File: src/hw/rtl/bms_pkg.sv
package bms_pkg;

  localparam int NOTE_DEPTH = 256;
  localparam int NOTE_AW    = $clog2(NOTE_DEPTH);
  localparam int POS_W      = $clog2(NOTE_DEPTH + 1);

  localparam int FREQ_W     = 16;
  localparam int NDIV_W     = 7;
  localparam int ENTRY_W    = FREQ_W + NDIV_W;
  localparam int ELAPSED_W  = 24;
  localparam int REP_W      = 16;
  localparam int TEMPO_W    = 10;
  localparam int MLEN_W     = 9;
  localparam int CFG_W      = 24;
  localparam int WHOLE_W    = 18;
  localparam int LEN_W      = WHOLE_W + 1;
  localparam int SCALE_W    = 16;
  localparam int DIV_CNT_W  = $clog2(WHOLE_W);
  localparam int MUL_CNT_W  = $clog2(SCALE_W);

  localparam logic [WHOLE_W-1:0] WHOLE_NUM   = WHOLE_W'(240000);
  localparam logic [SCALE_W-1:0] TONE_SCALE  = SCALE_W'(58982);
  localparam logic [NDIV_W-1:0]  QUARTER_DIV = NDIV_W'(4);

  typedef enum logic [2:0] {
    OP_TICK   = 3'd0,
    OP_BEEP   = 3'd1,
    OP_MELODY = 3'd2,
    OP_STOP   = 3'd3,
    OP_WRITE  = 3'd4
  } op_t;

  typedef enum logic [1:0] {
    MODE_IDLE   = 2'd0,
    MODE_GAP    = 2'd1,
    MODE_BEEP   = 2'd2,
    MODE_MELODY = 2'd3
  } mode_t;

  typedef enum logic [2:0] {
    CFG_BEEP_FREQ = 3'd0,
    CFG_BEEP_ON   = 3'd1,
    CFG_BEEP_GAP  = 3'd2,
    CFG_REPEATS   = 3'd3,
    CFG_INIT_GAP  = 3'd4,
    CFG_TEMPO     = 3'd5,
    CFG_MEL_LEN   = 3'd6
  } cfg_idx_t;

  typedef enum logic [2:0] {
    ST_IDLE,
    ST_DIV_WHOLE,
    ST_NOTE_CHECK,
    ST_NOTE_READ,
    ST_DIV_NOTE,
    ST_MUL,
    ST_DONE
  } state_t;

  typedef struct packed {
    logic ready;
    logic div_start;
    logic mul_start;
    logic mem_re;
    logic out_load;
  } seq_ctl_t;

endpackage

File: src/hw/rtl/bms_div.sv
// restoring divider, one quotient bit per cycle
module bms_div import bms_pkg::*; (
  input  logic               clk,
  input  logic               rst,
  input  logic               start,
  input  logic [WHOLE_W-1:0] dividend,
  input  logic [TEMPO_W-1:0] divisor,
  output logic               done,
  output logic [WHOLE_W-1:0] quotient
);

  logic                 busy;
  logic [DIV_CNT_W-1:0] cnt;
  logic [WHOLE_W-1:0]   q;
  logic [TEMPO_W-1:0]   r;
  logic [TEMPO_W-1:0]   d;
  logic [TEMPO_W:0]     trial;
  logic [TEMPO_W:0]     diff;
  logic                 ge;

  assign trial    = {r, q[WHOLE_W-1]};
  assign diff     = trial - {1'b0, d};
  assign ge       = trial >= {1'b0, d};
  assign quotient = q;

  always_ff @(posedge clk) begin
    if (rst) begin
      busy <= 1'b0;
      done <= 1'b0;
      cnt  <= '0;
    end else begin
      done <= 1'b0;
      if (start) begin
        busy <= 1'b1;
        cnt  <= '0;
      end else if (busy) begin
        cnt <= cnt + DIV_CNT_W'(1);
        if (cnt == DIV_CNT_W'(WHOLE_W - 1)) begin
          busy <= 1'b0;
          done <= 1'b1;
        end
      end
    end
  end

  always_ff @(posedge clk) begin
    if (start) begin
      q <= dividend;
      r <= '0;
      d <= divisor;
    end else if (busy) begin
      r <= ge ? diff[TEMPO_W-1:0] : trial[TEMPO_W-1:0];
      q <= {q[WHOLE_W-2:0], ge};
    end
  end

endmodule

File: config.mk
export PLATFORM = sky130hd
export DESIGN_NAME = bms_div
export DESIGN_NICKNAME = d
export VERILOG_FILES = /design/src/hw/rtl/bms_pkg.sv /design/src/hw/rtl/bms_div.sv
export SDC_FILE = /design/constraint.sdc
export NUM_CORES = 1
export LEC_CHECK = 0
export BUFFER_PORTS_ARGS = -buffer_cell sky130_fd_sc_hd__buf_2
export CAP_MARGIN = 20
export CORE_MARGIN = 5
export CORE_UTILIZATION = 43
export DETAILED_ROUTE_END_ITERATION = 16
export PLACE_DENSITY = 0.65
export SYNTH_ARGS = -nofsm -noshare
export SYNTH_HDL_FRONTEND = slang
export SYNTH_SLANG_ARGS = --single-unit
File: constraint.sdc
create_clock -name clk -period 3.3 [get_ports clk]
set_input_delay 0.495 -clock clk [delete_from_list [all_inputs] [get_ports clk]]
set_output_delay 0.495 -clock clk [all_outputs]
set_load 0.01 [all_outputs]
**Word level (Yosys, flattened, before mapping)**

Index checks and enable logic that the tools add are counted.

- Flip-flop bits (word level): 45
- Input port bits: 31
- Word-level logic and storage cells: 21

- Add/subtract/negate cells: 2
- Order comparisons: 1
- Eq/ne operators: 1
- Mux-type cells: 7
- Bitwise gates (word level): 1
- Reduce and logical (&&, ||, !) cells: 3

Operator list:

| kind | number |
|---|---|
| two-way mux 18 bit | 2 |
| greater-or-equal comparator 11 x 10 -> 1 bit | 1 |
| two-way mux 10 bit | 1 |
| subtractor 10 bit | 1 |
| adder 5 x 1 -> 5 bit (second input constant) | 1 |
| == test 5 bit (second input constant) | 1 |
| two-way mux 1 bit | 4 |
| OR reduction 3 bit | 1 |
| nonzero test 2 bit | 1 |
| OR reduction 2 bit | 1 |
| inverter 1 bit | 1 |

**Longest topological paths before layout**

- Depth after elaboration: 4
- Gate-level depth with buffers: 10
- Gate-level depth less buffers: 10

**Worst setup path after synthesis**

OpenSTA, ideal clock, no wires.

- Path kind: register to register
- Start: register d[1]
- End: register q[0], in the netlist quotient[0], data pin
- Arrival time: 2.098 ns
- Required time: 3.040 ns
- Slack: 0.942 ns
- Cell stages (with the launch flop): 10
- Buffers on the path: 2
- Period minus slack after synthesis: 2.358 ns
- Cells stage by stage: edfxtp_1 inv_1 ha_1 nor2b_1 o31ai_1 a2111oi_2 or3_1 buf_6 buf_12 mux2_2

- Cells in the longest elaborated chain, start to end: 3

RTL lines:

| element | RTL line | RTL |
|---|---|---|
| start, declared | bms_div.sv:16 | `logic [TEMPO_W-1:0] d;` |
| start signal, assigned | bms_div.sv:50 | `d <= divisor;` |
| greater-or-equal comparator 11 x 10 -> 1 bit | bms_div.sv:23 | `assign ge = trial >= {1'b0, d};` |
| two-way mux 18 bit | bms_div.sv:51 | `end else if (busy) begin` |
| two-way mux 18 bit | bms_div.sv:47 | `if (start) begin` |
| end signal, assigned | bms_div.sv:48 | `q <= dividend;` |
| end signal, assigned | bms_div.sv:53 | `q <= {q[WHOLE_W-2:0], ge};` |
| end, declared | bms_div.sv:14 | `logic [WHOLE_W-1:0] q;` |

No other way between the ends. The select of a mux whose other input is x is not followed.
A chain may end at the register's enable or synchronous reset.

**Worst setup path in the final report**

Ends and elaborated chain as after synthesis.

==> metrics.cfg <==
[routing]
first_pass_iters=4
avgViaCountPerCell=5.10
ant_nets=0
drc=0
wl_per_cell_um=13.7
first_iter_violations=58
vias=1627
totalWireLength_um=4380

[worst_setup_path]
critPathArrivalTime_ns=2.67
critPathMaxFanout=14
crit_required_ns=3.35
crit_type=reg -> reg
startpoint=d[1]
startpoint_type=register
timing.rr.start=d[1]
end_kind=register

[timing]
setup_slack_ns=0.679
max_slew.worst_pin.slew_ns=0.651
hold_viol=0
setup_violations=0
layout_min_cycle_time_ns=2.62
timing.slew.headroom=0.566
fmax_ghz=0.382
fin_tns_setup_ns=0
slew_viol_final=0
clock_skew_ns=0.0113
fin_crit_sh=0.794
rsz0062_at_grt=no

[synth]
syn_area_um2=2310
synth_top_area_frac=0.364
synthTopCellsByArea=edfxtp_1 36%, dfxtp_1 15%, mux2_2 8.8%
ys_seq_elements=45
ys_warn_count=0
syn-num-nets=243
yosysSeqAreaShare=0.511
syn_avg_cell_area_um2=11.6
synth_top_flop_cell=edfxtp_1
syn_inst=199
synth_common_cells=28 x edfxtp_1, 28 x nor2_1, 18 x mux2_2
yosys.cell_types.count=39
synth-async-reset-ratio=0
synth_top_area_cell=edfxtp_1
synth_edf_count=28

[floorplan]
die_y_um=83.3
initial_core_util=0.447
fp.dieW_um=83.3
core.rowCount=26
die_area_um2=6940
ios=50
core_area_um2=5170

[placement]
portBuffers=49
place_congestion=0.806
hpwl_um=3210
pre_cts_slack_ns=0.691

[power]
pwr-share-clk=0.251
swShare=0.282
netSwitchingPower_uw=371
power_frac_comb=0.229
leakagePower_nw=1.12
p_total_mw=1.31
internal-power_uw=943
seqPwrFrac=0.520
peakVddDrop_mv=0.202
powerDensity_nw_per_um2=489

[cts]
insertion_delay_ns=0.29
cts_buffer_depth=2
clkTransAtPathRegs_ns=0.09
cts.htree.levels=2
hold_buffers=0
cts_tree=yes
clock_sinks=45
cts-root-buf=clkbuf_8
post_cts.repair.setup_buffers=0
post_cts_resize_count=0
cts_buffers=5

[worst_hold_path]
hp-class=in -> reg
min_from=rst

[grt]
grt_overflow_total=0
grt_pass1_vias=1666
grt_max_degree=27
antenna_found_initial=0
grt_pass1_wl_um=7450
grt_util_all_layers=0.131

[cells_and_area]
diodes=0
syn_to_final_growth_pct=16.2
drive_above_1_share=0.325
nFillCells=490
final_nets=292

[run_status]
status=complete, no violations

[run]
drv_cap=0

-- cell usage in the layout, fill, tap and decap left out, types with 2 or more instances in the layout --
cell type   n
buf_2      49
nor2_1     28
edfxtp_1   28
mux2_2     18
dfxtp_1    17
inv_1      15
ha_1       12
a211oi_1    9
mux2i_1     8
xor2_1      6
clkbuf_8    5
nand4_1     4
nor3_1      4
a21oi_1     4
xnor2_1     4
o21a_1      3
or2_2       3
nand3_1     3
nand2_1     2
a2111oi_2   2
o21ai_0     2
o22ai_1     2
o311a_1     2
buf_4       2
-- through the flow --
step / std cells / cell area (µm²) / hold WS (ns) / utilization
2_1_floorplan: 199 / 2310 / 0.469 / -
3_3_place_gp: 311 / 2600 / 0.495 / 0.503
3_5_place_dp: 311 / 2600 / 0.494 / 0.503
4_1_cts: 319 / 2690 / 0.348 / 0.519
5_1_grt: 319 / 2690 / 0.355 / 0.519
6_report: 319 / 2690 / 0.363 / 0.519
-- worst max-delay path: stages, from the launching register on --
cell,delay [ns]
edfxtp_1,0.36
inv_1,0.10
ha_1,0.25
nor2b_1,0.15
o31ai_1,0.38
a2111oi_2,0.13
or3_1,0.62
mux2_2,0.38
-- routing by layer --
metal | vias up | global-route usage | routed length (µm)
met2 | 44 | 0.224 | 2080
met1 | 754 | 0.147 | 1930
li1 | 822 | - | -
met5 | - | 0 | 0
met3 | 7 | 0.0465 | 271
met4 | 0 | 0.0565 | 103
-- path summary, 6_finish.rpt --
check,cells after the start,end,slack (ns)
hold / removal,2,busy,0.36
hold reg to reg,2,r[3],0.50
setup reg to reg,7,quotient[0],0.68
setup / recovery,7,quotient[0],0.68
-- sequential cells by signal (all words and copies together), names as in the netlist --
register,flops
r,10
d,10
busy,1
cnt,5
done,1
quotient,18
-- cell families (layout without fill, tap and decap cells) --
| kind of cell | count (synthesis) | in the layout | synth area share |
|---|---|---|---|
| buf+inv | 24 | 74 | 0.0493 |
| simple gates | 51 | 51 | 0.104 |
| xor+xnor | 10 | 10 | 0.0379 |
| flops | 45 | 45 | 0.511 |
| mux | 26 | 26 | 0.122 |
| compound gates | 30 | 30 | 0.102 |
| fa+ha+maj | 13 | 13 | 0.0736 |
-- layout make-up --
cell class,count,area (µm²),share of cell area
Multi-Input combinational cell,130,1020,0.378
Sequential cell,45,1180,0.440
Inverter,15,56.3,0.0210
Tap cell,70,87.6,0.0326
Timing Repair Buffer,51,260,0.0969
Clock buffer,6,72.6,0.0270
Clock inverter,2,11.3,0.00419
-- power groups by stage --
stage	clock (mW)	sequential [mW]	combinational, mW
floorplan	0	0.700	0.226
global placement	0	0.696	0.300
detailed placement	0	0.695	0.304
CTS	0.346	0.684	0.305
global route	0.370	0.689	0.339
finish	0.330	0.682	0.301
Power figures use the tool's default switching activity.
