`src/hw/rtl/bms_pkg.sv`:
```
package bms_pkg;

  localparam int NOTE_DEPTH = 256;
  localparam int NOTE_AW    = $clog2(NOTE_DEPTH);
  localparam int POS_W      = $clog2(NOTE_DEPTH + 1);

  localparam int FREQ_W     = 16;
  localparam int NDIV_W     = 7;
  localparam int ENTRY_W    = FREQ_W + NDIV_W;
  localparam int ELAPSED_W  = 24;
  localparam int REP_W      = 16;
  localparam int TEMPO_W    = 10;
  localparam int MLEN_W     = 9;
  localparam int CFG_W      = 24;
  localparam int WHOLE_W    = 18;
  localparam int LEN_W      = WHOLE_W + 1;
  localparam int SCALE_W    = 16;
  localparam int DIV_CNT_W  = $clog2(WHOLE_W);
  localparam int MUL_CNT_W  = $clog2(SCALE_W);

  localparam logic [WHOLE_W-1:0] WHOLE_NUM   = WHOLE_W'(240000);
  localparam logic [SCALE_W-1:0] TONE_SCALE  = SCALE_W'(58982);
  localparam logic [NDIV_W-1:0]  QUARTER_DIV = NDIV_W'(4);

  typedef enum logic [2:0] {
    OP_TICK   = 3'd0,
    OP_BEEP   = 3'd1,
    OP_MELODY = 3'd2,
    OP_STOP   = 3'd3,
    OP_WRITE  = 3'd4
  } op_t;

  typedef enum logic [1:0] {
    MODE_IDLE   = 2'd0,
    MODE_GAP    = 2'd1,
    MODE_BEEP   = 2'd2,
    MODE_MELODY = 2'd3
  } mode_t;

  typedef enum logic [2:0] {
    CFG_BEEP_FREQ = 3'd0,
    CFG_BEEP_ON   = 3'd1,
    CFG_BEEP_GAP  = 3'd2,
    CFG_REPEATS   = 3'd3,
    CFG_INIT_GAP  = 3'd4,
    CFG_TEMPO     = 3'd5,
    CFG_MEL_LEN   = 3'd6
  } cfg_idx_t;

  typedef enum logic [2:0] {
    ST_IDLE,
    ST_DIV_WHOLE,
    ST_NOTE_CHECK,
    ST_NOTE_READ,
    ST_DIV_NOTE,
    ST_MUL,
    ST_DONE
  } state_t;

  typedef struct packed {
    logic ready;
    logic div_start;
    logic mul_start;
    logic mem_re;
    logic out_load;
  } seq_ctl_t;

endpackage

```
`src/hw/rtl/bms_mul.sv`:
```
// shift-add scaling by TONE_SCALE, one constant bit per cycle; product >> SCALE_W
module bms_mul import bms_pkg::*; (
  input  logic             clk,
  input  logic             rst,
  input  logic             start,
  input  logic [LEN_W-1:0] len,
  output logic             done,
  output logic [LEN_W-1:0] product
);

  logic                 busy;
  logic [MUL_CNT_W-1:0] cnt;
  logic [LEN_W-1:0]     m;
  logic [LEN_W:0]       hi;
  logic [SCALE_W-1:0]   lo;
  logic [LEN_W+1:0]     sum;

  assign sum     = {1'b0, hi} + (lo[0] ? (LEN_W+2)'(m) : '0);
  assign product = hi[LEN_W-1:0];

  always_ff @(posedge clk) begin
    if (rst) begin
      busy <= 1'b0;
      done <= 1'b0;
      cnt  <= '0;
    end else begin
      done <= 1'b0;
      if (start) begin
        busy <= 1'b1;
        cnt  <= '0;
      end else if (busy) begin
        cnt <= cnt + MUL_CNT_W'(1);
        if (cnt == MUL_CNT_W'(SCALE_W - 1)) begin
          busy <= 1'b0;
          done <= 1'b1;
        end
      end
    end
  end

  always_ff @(posedge clk) begin
    if (start) begin
      m  <= len;
      hi <= '0;
      lo <= TONE_SCALE;
    end else if (busy) begin
      hi <= sum[LEN_W+1:1];
      lo <= {sum[0], lo[SCALE_W-1:1]};
    end
  end

endmodule

```
`config.mk`:
```
export PLATFORM = sky130hd
export DESIGN_NAME = bms_mul
export DESIGN_NICKNAME = d
export VERILOG_FILES = /design/src/hw/rtl/bms_pkg.sv /design/src/hw/rtl/bms_mul.sv
export SDC_FILE = /design/constraint.sdc
export NUM_CORES = 1
export LEC_CHECK = 0
export ABC_AREA = 1
export BUFFER_PORTS_ARGS = -buffer_cell sky130_fd_sc_hd__buf_2
export CAP_MARGIN = 10
export CORE_UTILIZATION = 30
export DETAILED_ROUTE_END_ITERATION = 7
export PLACE_DENSITY_LB_ADDON = 0.3
export SKIP_CTS_REPAIR_TIMING = 1
export SLEW_MARGIN = 15
export SYNTH_ARGS = -nofsm -noshare
export SYNTH_HDL_FRONTEND = slang
export SYNTH_SLANG_ARGS = --single-unit
```
`constraint.sdc`:
```
create_clock -name clk -period 3.6 [get_ports clk]
set_input_delay 0.72 -clock clk [delete_from_list [all_inputs] [get_ports clk]]
set_output_delay 0.72 -clock clk [all_outputs]
set_load 0.02 [all_outputs]
```
# Yosys cells after proc, flatten, opt, wreduce, memory -nomap -nowiden
# Index checks and enable logic that the tools add are counted.
totals:
  regBits: 61
  latch_bits: 0
  ramBits: 0
  rom_bits: 0
  input_bits: 22
  out_inout_bits: 20
  wordCells: 17
  mem_count: 0
classes:
  addsub: 2
  n_mul: 0
  div_mod_pow: 0
  order_cmp: 0
  eq_ne: 1
  shifts: 0
  muxes: 5
  bitwise_logic: 1
  reduce_logical: 2
op_table:
  columns: ["cell", "count"]
  rows:
  - ["$add 20x19->21", 1]
  - ["$mux 19", 1]
  - ["$add 4x1->4 const B", 1]
  - ["$eq 4x4->1 const B", 1]
  - ["$mux 1", 4]
  - ["$reduce_or 3->1", 1]
  - ["$reduce_or 2->1", 1]
  - ["$not 1->1", 1]

# Longest topological paths before layout
# Gate-level depths: netlist (run 1).
depth:
  ltp_word: 4
  depth_mapped: 16
  mapped_depth_nobuf: 15

# Worst setup path before layout (run 1)
# Ideal clock, no wire load.
synth_timing:
  kind: "register to register"
  start: "register lo[0]"
  end: "register hi[15]"
  setup_ps: 109
  arrival_time_ps: 1853
  required_time_ps: 3491
  setup_slack_ps: 1638
  stages_incl_launch_ff: 16
  n_path_buf: 1
  period_less_slack_ps: 1962
  path_cell_list: "dfxtp_1 > clkbuf_1 > nand2_1 > inv_1 > ha_1 > fa_1 > nand3_1 > nand3_1 > nand2_1 > nand2_1 > nand2_1 > nand2_1 > nand2_1 > nand3_1 > nand2_1 > inv_1"
synth_between:
  elab_chain_cells: 2
synth_rtl:
  columns: ["item", "line_no", "source"]
  rows:
  - ["start, declared", "bms_mul.sv:15", "logic [SCALE_W-1:0] lo;"]
  - ["start signal, assigned", "bms_mul.sv:48", "lo <= {sum[0], lo[SCALE_W-1:1]};"]
  - ["$mux 19", "bms_mul.sv:18", "assign sum = {1'b0, hi} + (lo[0] ? (LEN_W+2)'(m) : '0);"]
  - ["$add 20x19->21", "bms_mul.sv:18", null]
  - ["end signal, assigned", "bms_mul.sv:47", "hi <= sum[LEN_W+1:1];"]
  - ["end, declared", "bms_mul.sv:14", "logic [LEN_W:0] hi;"]
# Every way passes these cells.
# A chain may end at the register's enable or synchronous reset.

# Worst setup path after layout (run 1)
layout_timing:
  start: "register lo[0]"
  end: "register hi[16]"
# The elaborated chain is that of the path after synthesis.

==> results.yml, run 1 <==
detailed_routing:
  drt_pass1_iterations: 8
  ant_nets: 0
  vias: 3019
  wire_per_inst_um: 11.7
  routed_wl_mm: 7.94
  drcViolationCount: 2
  drt-vias-per-instance: 4.45
  drt_iter0_drc: 125
global_route:
  grt_pass1_wl_mm: 13.8
  grt_pass1_vias: 2973
  antenna_found_initial: 0
  track_usage_pct: 14.2
  grt_max_degree: 50
  grt_overflow: 0
synth:
  yosysMostFrequentCell: "nand2_1"
  synthCells: 510
  avgSynthCellArea_um2: 7.02
  ys_ff_latch: 61
  synth.distinct_cells: 26
  yosysTopAreaCell: "dfxtp_1"
  syn_area_um2: 3580
  synth_seq_area_share_pct: 39.4
  yosys.area.top_type_share_pct: 23.5
  async_flop_share_pct: 0
  synth_area_leaders: "dfxtp_1 23%, edfxtp_1 16%, nand2_1 15%, inv_1 7.9%, nor2_1 7.8%"
  synth_fp_nets: 553
  netlist_top_cells_count: "140 x nand2_1, 75 x inv_1, 74 x nor2_1, 42 x dfxtp_1, 37 x nand3_1"
  synth_warnings: 0
  synth_edf_count: 19
  synthFlopType: "dfxtp_1"
sta:
  hold_viol: 0
  rsz0062_at_grt: "no"
  fin_crit_ps: 2420
  slew_headroom_pct: 39.0
  fin_setup_tns_ps: 0
  setup_viol: 0
  drv_slew: 0
  min_period_over_period_pct: 67.2
  clock.fmax_mhz: 413
  finClkSkew_ps: 5.80
  worst_slew_pin_slew_ps: 915
clock_network:
  tritoncts: "built"
  cts_root_buffer: "clkbuf_16"
  cts_sinks: 61
  cts-htree-levels: 3
  numCtsBuffers: 9
  clock_latency_ps: 340
  path_clk_slew_ps: 50
  max-clock-path-buffers: 2
setup_path:
  endpoint_kind: "flip-flop"
  slowest_stage: "dfxtp_1"
  crit_top_cell: "nand2_1"
  rrSetupSlack_ps: 1180
  slowest_delay_ps: 800
  cp.arrival_ps: 2650
  path_cells: "nand2_1 -> inv_1 -> ha_1 -> nand2_1 -> inv_1 -> a21oi_1 -> nand3_1 -> nand2_1 -> nand2_1 -> nand2_1 -> nand3_1 -> nand2_1 -> inv_1"
  crit_type: "reg -> reg"
  critPathMaxFanout: 20
  crit_path_start_kind: "flip-flop"
  crit_required_ps: 3830
place:
  dpl.hpwl_mm: 5.73
  placed_cell_area_um2: 3760
  place.gp.congestion: 0.862
  io_buffers: 41
run_status:
  status: "finished with violations"
  violations: "design-rule violations"
pwr:
  powerDensity_nw_per_um2: 486
  total_power_w: 0.00198
  p_leak_nw: 2.25
  peakVddDrop_mv: 0.201
final_layout:
  area_growth_pct: 14.0
  finish.instance_area_um2: 4080
  fin_nets: 574
  n_antenna_cell: 0
  layout-drive-gt1-share_pct: 12.5
  final_util_pct: 35.4
worst_hold_path:
  hold_class: "reg -> reg"
run:
  cap_viol_max_count: 0
floorplan:
  die_y_um: 111
  die_w_um: 111
  core_area_um2: 11500
  ios: 42
  rows: 39
  start_util_pct: 31.1
  die-area_um2: 12400
worst paths after layout:
path / start / depth (start not counted) / endpoint
hold reg to reg: hi[19] / 2 / hi[19]
setup / recovery: lo[0] / 13 / hi[16]
hold / removal: hi[19] / 2 / hi[19]
setup reg to reg: lo[0] / 13 / hi[16]
cells in the final DEF (no fill, tap or decap), drive strengths merged:
| master | Yosys | routed |
|---|---|---|
| and2 | 3 | 3 |
| nand2 | 142 | 142 |
| nand3 | 39 | 39 |
| clkinv | 0 | 3 |
| dfxtp | 42 | 42 |
| clkinvlp | 0 | 1 |
| inv | 77 | 78 |
| clkbuf | 8 | 10 |
| a21oi | 17 | 17 |
| nor2 | 76 | 76 |
| o21ai | 21 | 21 |
| o21bai | 3 | 3 |
| bufinv | 0 | 1 |
| nor3 | 5 | 5 |
| xnor2 | 1 | 1 |
| fa | 1 | 1 |
| buf | 24 | 43 |
| edfxtp | 19 | 19 |
| ha | 20 | 20 |
| xor2 | 10 | 10 |
| nand4 | 1 | 1 |
worst max-delay path, delay by kind of cell, from the launching register on:
family	cells	cell delay [ps]
simple gates	8	870
buf+inv	3	180
flops	1	800
compound gates	1	210
fa+ha+maj	1	270
registers in the layout, indices dropped and copies added, names as in the netlist:
| register | count |
|---|---|
| hi | 20 |
| m | 19 |
| lo | 16 |
| cnt | 4 |
| busy | 1 |
| done | 1 |
area by class of cell:
type | instances | area (um2)
Sequential cell | 61 | 1410
Inverter | 77 | 289
Clock inverter | 6 | 68.8
Fill cell | 1239 | 7430
Timing Repair Buffer | 43 | 220
Multi-Input combinational cell | 339 | 1660
Tap cell | 143 | 179
Clock buffer | 10 | 250
per-layer routing:
| layer | global-route usage (%) | vias to the layer above | routed length (um) |
|---|---|---|---|
| met3 | 2.90 | 14 | 369 |
| met1 | 18.6 | 1353 | 3930 |
| met2 | 22.1 | 48 | 3460 |
| met5 | 0 | - | 0 |
| met4 | 7.57 | 0 | 181 |
| li1 | - | 1604 | - |
per-stage QoR:
stage	cells	worst slack (ps)	hold WS [ps]
floorplan	510	1640	429
finish	679	1180	457
detailed placement	663	1170	446
CTS	679	1170	458
global placement	663	1220	441
global route	679	909	481
power by group:
group | switching [W] | total [W] | leakage [nW] | internal [W]
Combinational | 0.000176 | 0.000273 | 1.56 | 0.0000977
Sequential | 0.0000355 | 0.000799 | 0.533 | 0.000763
Clock | 0.000330 | 0.000911 | 0.154 | 0.000581
Total | 0.000542 | 0.00198 | 2.25 | 0.00144
cell families after synthesis:
family,synth area share [%]
simple gates,30.3
buf+inv,14.2
flops,39.4
compound gates,5.94
fa+ha+maj,7.55
xor+xnor,2.69
No activity file was read; power rests on OpenSTA's default activity.
==> run 2: changes to the inputs <==
clock period = 2.3 ns   (was 3.6 ns; I/O delays follow)
==> results.yml, run 2 (synthesized netlist as in run 1, its figures left out) <==
final_layout:
  fin_nets: 577
  mostFrequentLayoutCells: "140 x nand2_1, 75 x inv_1, 74 x nor2_1"
  fin_cells: 682
  layout-drive-gt1-share_pct: 13.4
  largest_register_ffs: 20
  final_common_cell: "nand2_1"
  finish.instance_area_um2: 4090
  n_antenna_cell: 0
  regMostFlops: "hi"
  area_growth_pct: 14.2
  top_regs: "hi (20), m (19), lo (16)"
pwr:
  total_power_w: 0.00303
  internal-power_w: 0.00218
  p_leak_nw: 2.25
  p_clk_share_pct: 44.2
  pwr-share-comb_pct: 14.6
  peakVddDrop_mv: 0.282
  p_sw_w: 0.000847
  powerDensity_nw_per_um2: 740
  seq_power_share_pct: 41.2
  switching_share_pct: 28.0
floorplan:
  start_util_pct: 31.1
  die-area_um2: 12400
  core_area_um2: 11500
  ios: 42
  die_w_um: 111
  die_y_um: 111
  rows: 39
setup_path:
  crit_buf_inv: 2
  crit_top_cell: "nand2_1"
  r2r_cells: 14
  endpoint_kind: "flip-flop"
  path_cells: "nand2_1 -> inv_1 -> ha_1 -> fa_2 -> nand3_1 -> nand3_1 -> nand2_1 -> nand2_1 -> nand2_1 -> nand2_1 -> nand2_1 -> nand3_1 -> nand2_1 -> inv_1"
  rrSetupSlack_ps: 230
  worst-path-stages: 14
  slowest_stage: "fa_2"
  crit_type: "reg -> reg"
  crit_required_ps: 2540
  cp.arrival_ps: 2310
  cpLargestDelayFamily: "simple AND/OR/NAND/NOR gates"
  crit_path_end: "hi[15]"
  r2r_end: "hi[15]"
  r2r_start: "lo[0]"
  critPathLaunch: "lo[0]"
  crit_path_start_kind: "flip-flop"
  critPathMaxFanout: 10
  slowest_delay_ps: 400
clock_network:
  cts-htree-levels: 3
  max-clock-path-buffers: 2
  clock_latency_ps: 340
  path_clk_slew_ps: 60
  cts_sinks: 61
  tritoncts: "built"
  cts_root_buffer: "clkbuf_16"
  numCtsBuffers: 9
sta:
  fin_setup_tns_ps: 0
  slew_headroom_pct: 62.7
  drv_slew: 0
  fin_crit_ps: 2070
  hold_viol: 0
  worst_slew_pin_slew_ps: 559
  finClkSkew_ps: 10.4
  clock.fmax_mhz: 483
  min_period_over_period_pct: 90.0
  setup_viol: 0
  fin_ws_ps: 230
global_route:
  grt_pass1_vias: 2946
  track_usage_pct: 14.5
  antenna_found_initial: 0
  grt_max_degree: 50
  grt_overflow: 0
  grt_pass1_wl_mm: 13.9
run_status:
  violations: "design-rule violations"
  status: "finished with violations"
place:
  place.gp.congestion: 0.845
  post-place-ws_ps: 17.9
  dp.cells: 666
  io_buffers: 41
  dpl.hpwl_mm: 6.05
  placed_cell_area_um2: 3780
detailed_routing:
  wire_per_inst_um: 12.0
  drt_pass1_iterations: 6
  drt_iter0_drc: 119
  drt-vias-per-instance: 4.45
  vias: 3035
  ant_nets: 0
  drcViolationCount: 2
  routed_wl_mm: 8.18
worst_hold_path:
  hold_class: "in -> reg"
run:
  cap_viol_max_count: 0
## run 2: changes by cell type in the layout (fill, tap and decap cells not counted), sizes merged
cell,previous run,this run
clkinvlp,1,2
clkinv,3,0
inv,78,79
buf,43,46
clkbuf,10,12
bufinv,1,0
## run 2: per-layer routing
metal / routed length (um) / global-route usage [%]
met5: 0 / 0
met4: 216 / 8.29
met3: 420 / 3.28
met2: 3660 / 22.6
met1: 3880 / 18.2
## run 2: worst min-delay path by stage
stage	from	end	slack [ps]	depth (start not counted)
after floorplan	lo[10]	lo[10]	430	2
after global placement	lo[5]	lo[5]	440	2
after detailed placement	lo[5]	lo[5]	440	2
after CTS	len[11]	m[11]	280	1
after global routing	len[11]	m[11]	290	1
final	rst	busy	290	2
## run 2: power groups by stage
stage | clock, W | combinational (W) | sequential [W]
detailed placement | 0 | 0.000443 | 0.00127
floorplan | 0 | 0.000363 | 0.00125
finish | 0.00134 | 0.000441 | 0.00125
CTS | 0.00137 | 0.000446 | 0.00125
global route | 0.00141 | 0.000507 | 0.00126
global placement | 0 | 0.000438 | 0.00127
## run 2: metrics by stage
stage | hold WS (ps) | util, %
2_1_floorplan | 429 | -
3_3_place_gp | 441 | 32.9
3_5_place_dp | 443 | 32.9
4_1_cts | 282 | 35.4
5_1_grt | 287 | 35.5
6_report | 288 | 35.5
## run 2: final cells by class
type                            count  area, um2
Clock buffer                       12        268
Clock inverter                      4       27.5
Fill cell                        1272       7430
Inverter                           77        289
Multi-Input combinational cell    339       1670
Sequential cell                    61       1420
Tap cell                          143        179
Timing Repair Buffer               46        243
